<file path="src/rtl/core/mpsrb_pkg.sv">
package mpsrb_pkg;

    // default configuration
    localparam int NUM_PORTS_DEF = 5;
    localparam int RX_DEPTH_DEF  = 256;
    localparam int TX_DEPTH_DEF  = 256;

    // item operation codes
    typedef enum logic [2:0] {
        OP_OPEN      = 3'd0,
        OP_TX_PUSH   = 3'd1,
        OP_TX_DONE   = 3'd2,
        OP_RX_ARRIVE = 3'd3,
        OP_RX_POP    = 3'd4
    } op_t;

    // result status codes
    typedef enum logic [1:0] {
        ST_OK     = 2'd0,
        ST_REJECT = 2'd1,
        ST_EMPTY  = 2'd2
    } status_t;

    // everything about one item except the ring byte itself
    typedef struct packed {
        status_t    status;
        logic       data_valid;
        logic       toward_line;
        logic       sel_tx;
        logic       fwd;
        logic [7:0] fwd_byte;
        logic [7:0] rx_count;
        logic       port_is_open;
        logic       tx_active;
    } resp_t;

endpackage

</file>
<file path="src/rtl/core/mpsrb_ctrl.sv">
module mpsrb_ctrl
    import mpsrb_pkg::*;
#(
    parameter int NUM_PORTS = NUM_PORTS_DEF,
    parameter int RX_DEPTH  = RX_DEPTH_DEF,
    parameter int TX_DEPTH  = TX_DEPTH_DEF,
    parameter int TX_AW     = $clog2(NUM_PORTS * TX_DEPTH),
    parameter int RX_AW     = $clog2(NUM_PORTS * RX_DEPTH)
)
(
    input  logic             clk,
    input  logic             rst_n,
    input  logic             fire,
    input  logic [2:0]       opcode,
    input  logic [2:0]       port,
    input  logic [7:0]       data_in,
    input  logic             batch_end,
    output logic             tx_we,
    output logic [TX_AW-1:0] tx_waddr,
    output logic             tx_re,
    output logic [TX_AW-1:0] tx_raddr,
    output logic             rx_we,
    output logic [RX_AW-1:0] rx_waddr,
    output logic             rx_re,
    output logic [RX_AW-1:0] rx_raddr,
    output resp_t            resp
);

    localparam int PORT_W = (NUM_PORTS > 1) ? $clog2(NUM_PORTS) : 1;
    localparam int TX_PW  = $clog2(TX_DEPTH);
    localparam int RX_PW  = $clog2(RX_DEPTH);
    localparam logic [TX_PW:0] TX_LIM = (TX_PW + 1)'(TX_DEPTH);
    localparam logic [RX_PW:0] RX_LIM = (RX_PW + 1)'(RX_DEPTH);

    logic [TX_PW-1:0] tx_wp_reg [NUM_PORTS];
    logic [TX_PW-1:0] tx_rp_reg [NUM_PORTS];
    logic [RX_PW-1:0] rx_wp_reg [NUM_PORTS];
    logic [RX_PW-1:0] rx_rp_reg [NUM_PORTS];
    logic [NUM_PORTS-1:0] open_reg;
    logic [NUM_PORTS-1:0] busy_reg;

    logic [PORT_W-1:0] pidx;
    logic              in_range;
    logic              upd;
    op_t               op;
    logic [TX_PW-1:0]  tx_wp, tx_rp, tx_wp_next, tx_rp_next, tx_rd_ptr;
    logic [RX_PW-1:0]  rx_wp, rx_rp, rx_wp_next, rx_rp_next;
    logic              open_c, busy_c, open_next, busy_next;
    logic              tx_wr, tx_rd, rx_wr, rx_rd;
    resp_t             r;

    function automatic logic [TX_PW-1:0] tx_inc(input logic [TX_PW-1:0] p);
        logic [TX_PW:0] s;
        s = {1'b0, p} + 1'b1;
        return (s >= TX_LIM) ? '0 : s[TX_PW-1:0];
    endfunction

    function automatic logic [RX_PW-1:0] rx_inc(input logic [RX_PW-1:0] p);
        logic [RX_PW:0] s;
        s = {1'b0, p} + 1'b1;
        return (s >= RX_LIM) ? '0 : s[RX_PW-1:0];
    endfunction

    function automatic logic [7:0] rx_held(input logic [RX_PW-1:0] w,
                                           input logic [RX_PW-1:0] rp);
        logic [RX_PW:0] d;
        if (w >= rp)
        begin
            d = {1'b0, w} - {1'b0, rp};
        end
        else
        begin
            d = {1'b0, w} + RX_LIM - {1'b0, rp};
        end
        return 8'(d);
    endfunction

    // addressed port state
    assign pidx     = PORT_W'(port);
    assign in_range = (32'(port) < NUM_PORTS);
    assign op       = op_t'(opcode);
    assign upd      = fire && in_range;
    assign tx_wp    = tx_wp_reg[pidx];
    assign tx_rp    = tx_rp_reg[pidx];
    assign rx_wp    = rx_wp_reg[pidx];
    assign rx_rp    = rx_rp_reg[pidx];
    assign open_c   = open_reg[pidx];
    assign busy_c   = busy_reg[pidx];

    // item decode and pointer update
    always_comb
    begin
        tx_wp_next = tx_wp;
        tx_rp_next = tx_rp;
        rx_wp_next = rx_wp;
        rx_rp_next = rx_rp;
        open_next  = open_c;
        busy_next  = busy_c;
        tx_rd_ptr  = tx_rp;
        tx_wr      = 1'b0;
        tx_rd      = 1'b0;
        rx_wr      = 1'b0;
        rx_rd      = 1'b0;
        r          = '0;
        r.status   = ST_OK;
        r.fwd_byte = data_in;
        case (op)
            OP_OPEN:
            begin
                if (open_c)
                begin
                    r.status = ST_REJECT;
                end
                else
                begin
                    tx_wp_next = '0;
                    tx_rp_next = '0;
                    rx_wp_next = '0;
                    rx_rp_next = '0;
                    busy_next  = 1'b0;
                    open_next  = 1'b1;
                end
            end
            OP_TX_PUSH:
            begin
                if (!open_c)
                begin
                    r.status = ST_REJECT;
                end
                else
                begin
                    tx_wr      = 1'b1;
                    tx_wp_next = tx_inc(tx_wp);
                    tx_rp_next = (tx_wp_next == tx_rp) ? tx_inc(tx_rp) : tx_rp;
                    if (batch_end && !busy_c)
                    begin
                        if (tx_wp_next != tx_rp_next)
                        begin
                            tx_rd        = 1'b1;
                            tx_rd_ptr    = tx_rp_next;
                            r.fwd        = (tx_rp_next == tx_wp);
                            tx_rp_next   = tx_inc(tx_rp_next);
                            r.data_valid = 1'b1;
                            r.toward_line = 1'b1;
                            r.sel_tx     = 1'b1;
                        end
                        busy_next = 1'b1;
                    end
                end
            end
            OP_TX_DONE:
            begin
                if (tx_wp == tx_rp)
                begin
                    busy_next = 1'b0;
                    r.status  = ST_EMPTY;
                end
                else
                begin
                    tx_rd         = 1'b1;
                    tx_rp_next    = tx_inc(tx_rp);
                    r.data_valid  = 1'b1;
                    r.toward_line = 1'b1;
                    r.sel_tx      = 1'b1;
                end
            end
            OP_RX_ARRIVE:
            begin
                rx_wr      = 1'b1;
                rx_wp_next = rx_inc(rx_wp);
                rx_rp_next = (rx_wp_next == rx_rp) ? rx_inc(rx_rp) : rx_rp;
            end
            OP_RX_POP:
            begin
                if (!open_c)
                begin
                    r.status = ST_REJECT;
                end
                else if (rx_wp == rx_rp)
                begin
                    r.status = ST_EMPTY;
                end
                else
                begin
                    rx_rd        = 1'b1;
                    rx_rp_next   = rx_inc(rx_rp);
                    r.data_valid = 1'b1;
                end
            end
            default:
            begin
                r.status = ST_REJECT;
            end
        endcase
        r.rx_count     = open_next ? rx_held(rx_wp_next, rx_rp_next) : 8'd0;
        r.port_is_open = open_next;
        r.tx_active    = busy_next;
        if (!in_range)
        begin
            r        = '0;
            r.status = ST_REJECT;
        end
    end

    assign resp = r;

    // memory commands
    assign tx_we    = upd && tx_wr;
    assign tx_re    = upd && tx_rd;
    assign rx_we    = upd && rx_wr;
    assign rx_re    = upd && rx_rd;
    assign tx_waddr = TX_AW'(pidx) * TX_AW'(TX_DEPTH) + TX_AW'(tx_wp);
    assign tx_raddr = TX_AW'(pidx) * TX_AW'(TX_DEPTH) + TX_AW'(tx_rd_ptr);
    assign rx_waddr = RX_AW'(pidx) * RX_AW'(RX_DEPTH) + RX_AW'(rx_wp);
    assign rx_raddr = RX_AW'(pidx) * RX_AW'(RX_DEPTH) + RX_AW'(rx_rp);

    // per-port pointers and flags
    always_ff @(posedge clk or negedge rst_n)
    begin
        if (!rst_n)
        begin
            for (int i = 0; i < NUM_PORTS; i++)
            begin
                tx_wp_reg[i] <= '0;
                tx_rp_reg[i] <= '0;
                rx_wp_reg[i] <= '0;
                rx_rp_reg[i] <= '0;
            end
            open_reg <= '0;
            busy_reg <= '0;
        end
        else if (upd)
        begin
            tx_wp_reg[pidx] <= tx_wp_next;
            tx_rp_reg[pidx] <= tx_rp_next;
            rx_wp_reg[pidx] <= rx_wp_next;
            rx_rp_reg[pidx] <= rx_rp_next;
            open_reg[pidx]  <= open_next;
            busy_reg[pidx]  <= busy_next;
        end
    end

endmodule

</file>
<file path="config.mk">
export PLATFORM = sky130hd
export DESIGN_NAME = mpsrb_ctrl
export DESIGN_NICKNAME = d
export VERILOG_FILES = /design/src/rtl/core/mpsrb_pkg.sv /design/src/rtl/core/mpsrb_ctrl.sv
export SDC_FILE = /design/constraint.sdc
export NUM_CORES = 1
export LEC_CHECK = 0
export BUFFER_PORTS_ARGS = -buffer_cell sky130_fd_sc_hd__clkbuf_2
export CAP_MARGIN = 20
export CORE_ASPECT_RATIO = 0.8
export CORE_MARGIN = 2
export CORE_UTILIZATION = 43
export DETAILED_ROUTE_END_ITERATION = 10
export PLACE_DENSITY_LB_ADDON = 0.25
export SETUP_SLACK_MARGIN = 0.1
export SYNTH_ARGS = -nofsm -noshare
export SYNTH_HDL_FRONTEND = slang
export SYNTH_SLANG_ARGS = --single-unit
</file>
<file path="constraint.sdc">
create_clock -name clk -period 10.3 [get_ports clk]
set_input_delay 0.515 -clock clk [delete_from_list [all_inputs] [get_ports clk]]
set_output_delay 0.515 -clock clk [all_outputs]
set_load 0.01 [all_outputs]
</file>
==> results.py <==
metrics = {
    "status": {
        "status": "completed",
    },
    "drt": {
        "dr_wl_met3_um": 2000,
        "wl_met2_um": 14200,
        "highest_layer": "met4",
        "drtIter0Drc": 919,
        "ant_nets": 0,
        "wl_um": 32600,
        "first_pass_iters": 5,
        "wire_per_inst_um": 19.7,
        "num_vias": 9729,
        "via_per_inst": 5.89,
        "routedLengthMet1_um": 15800,
        "drc": 0,
    },
    "yosys": {
        "synth_area_um2": 10900,
        "synth.yosys.seq_area_share_pct": 39.1,
        "synth_edf_count": 0,
        "async_flop_share_pct": 100,
        "yosys_warnings": 0,
        "synthesis.nets": 1306,
        "synth_top_flop_cell": "dfrtp_1",
        "ys_types": 94,
        "ys_seq_elements": 170,
        "synth.avg_cell_area_um2": 8.54,
        "postSynthCellCount": 1275,
    },
    "floorplanning": {
        "pin_count": 90,
        "dieArea_um2": 26600,
        "dieWidth_um": 182,
        "coreArea_um2": 25100,
        "initial_core_util_pct": 43.3,
        "rows": 52,
        "die_h_um": 146,
    },
    "placement": {
        "dpl_worst_slack_ps": 3120,
        "post_dp_cell_area_um2": 11400,
        "io_buffers": 89,
        "gp_congestion": 0.908,
        "hpwl_um": 22800,
    },
    "setup_path": {
        "cp_cell_sequence": "buf_4, buf_4, inv_1, a22oi_1, o22ai_2, xor2_1, nand4_1, nor4_1, nor2_1, nand3_1, o21ai_1, and2_1, a22oi_2, ha_1, a21o_1, a21o_1, a21o_1, a21o_1, a21o_1, a21oi_1, xor2_1, xnor2_1, nor2_1, clkbuf_2",
        "r2r_end": "tx_rp_reg[28]",
        "r2r_setup_slack_ps": 4670,
        "r2r_start": "tx_wp_reg[16]",
        "arrival_ps": 6730,
        "critPathSlowestCell": "nor4_1",
        "end_kind": "primary output",
        "startpoint_type": "input port",
        "critPathMaxFanout": 38,
        "slowest_delay_ps": 700,
        "crit_path_frequent_cell": "a21o_1",
        "worstSetupPathType": "input port to primary output",
        "required_ps": 9790,
        "reg2regPathDepth": 19,
    },
    "flow_run": {
        "maxCapViolCount": 0,
    },
    "layout": {
        "diodes": 0,
        "drive_above_1_share_pct": 15.2,
        "synthToLayoutAreaGrowth_pct": 10.3,
        "nets": 1345,
        "final_cell_mix": "nand2_1, o21ai_0, dfrtp_1",
        "fillers": 2454,
        "final_area_um2": 12000,
        "final_common_cell": "nand2_1",
    },
    "global_routing": {
        "grt_usage_pct": 25.0,
        "grt_pass1_vias": 9198,
        "grt_overflow_total": 0,
        "grt_pass1_wl_um": 52700,
        "antenna_found_initial": 0,
        "grt_max_degree": 103,
    },
    "sta": {
        "drv_slew": 0,
        "fmax_ghz": 0.138,
        "fin_crit_ps": 7250,
        "rsz0062_at_grt": "false",
        "period_share_pct": 70.4,
        "finalSetupTns_ps": 0,
        "layout_setup_ws_ps": 3050,
        "hold-worst-slack_ps": 176,
        "timing.final.hold_violations": 0,
        "finalSetupViolCount": 0,
        "worst_pin_slew_ps": 1090,
        "fin_worst_skew_ps": 14.8,
        "relSlewSlack_pct": 26.8,
    },
    "clock_network": {
        "clk-insertion-delay-late_ps": 440,
        "numCtsBuffers": 17,
        "cts_setup_buffers": 0,
        "hold_buffers": 0,
        "cts.htree.levels": 4,
        "cts_buffer_depth": 2,
        "ctsResizeCount": 0,
        "cts_root_buf": "clkbuf_16",
        "cts_tree": "done",
        "cts.sinks": 170,
        "clk_pin_slew_ps": 70,
    },
    "power": {
        "leakage_nw": 5.33,
        "vdd_drop_max_v": 0.000118,
        "power.density_nw_per_um2": 137,
        "total_power_mw": 1.64,
    },
    "min_path": {
        "hold_path.class": "input port to async pin",
    },
}
[worst max-delay path: cells and delay by family]
kind	cells	cell delay, ps
XOR/XNOR	3	610
adder cells (fa/ha/maj)	1	310
AND/OR/NAND/NOR	6	1580
buffers and inverters	4	1520
AO/OA/AOI/OAI	10	2140
[final cells by class]
cell class / instances / area (um2) / area share (%)
tap: 324 / 405 / 3.38
timing repair buffer: 106 / 594 / 4.95
multi-input combinational: 978 / 6020 / 50.2
inverter: 41 / 154 / 1.28
clock inverter: 15 / 150 / 1.25
sequential: 170 / 4250 / 35.4
clock buffer: 17 / 425 / 3.54
[where the power goes]
part	internal, mW	total (mW)	switching, mW
registers	0.706	0.727	0.0206
clock network	0.322	0.634	0.312
logic	0.0947	0.280	0.185
[cells by family after synthesis]
family / Yosys count / share of synthesized area [%]
AND/OR/NAND/NOR: 450 / 19.5
AO/OA/AOI/OAI: 399 / 23.1
flip-flops: 170 / 39.1
buffers and inverters: 127 / 5.89
multiplexers: 70 / 7.07
XOR/XNOR: 46 / 3.84
adder cells (fa/ha/maj): 13 / 1.56
[Yosys cell counts, types with 4 or more instances]
library cell,count,area share [%]
o21ai_0,171,7.9
clkbuf_1,46,1.6
nand4_1,9,0.52
mux4_2,4,0.83
nor2b_1,4,0.23
o31ai_1,4,0.28
inv_1,39,1.3
buf_6,9,0.93
a22oi_1,5,0.34
xnor2_1,33,2.7
o22ai_1,16,0.92
a21o_1,14,0.97
nand2b_1,12,0.69
nor3_1,18,0.83
a211oi_1,4,0.28
and2_1,21,1.2
xor2_1,11,0.89
mux2i_1,51,4.7
buf_4,18,1.2
a221o_1,4,0.37
o2bb2ai_1,10,0.80
ha_1,12,1.4
a21oi_1,65,3.0
o22a_1,7,0.56
a32o_1,4,0.37
o211ai_1,6,0.41
nand2_1,207,7.1
nand3_1,15,0.69
buf_2,10,0.46
dfrtp_1,170,39
o22ai_2,4,0.46
nand3b_1,19,1.3
a21oi_2,6,0.48
o21a_1,4,0.28
nor2_1,94,3.2
o21ai_1,14,0.64
nor4_1,8,0.46
a31oi_1,23,1.3
and3_1,16,0.92
mux2_2,13,1.3
[per-layer routing]
layer | up-vias | GRT usage, %
met1 | 4716 | 38.2
li1 | 4616 | -
met3 | 40 | 3.62
met5 | - | 0
met2 | 357 | 36.9
met4 | 0 | 6.81
[through the flow]
step / instances / utilization (%)
6_report: 1651 / 47.8
5_1_grt: 1651 / 47.8
4_1_cts: 1650 / 47.7
3_5_place_dp: 1618 / 45.4
3_3_place_gp: 1618 / 45.4
2_1_floorplan: 1275 / -
[worst max path at each step]
stage,start,end
5_1_grt,port[1],resp[9]
6_report,port[1],resp[9]
4_1_cts,port[1],resp[9]
3_5_place_dp,port[1],resp[9]
2_1_floorplan,port[0],resp[9]
3_3_place_gp,port[1],resp[9]
(Power assumes the default switching activity.)
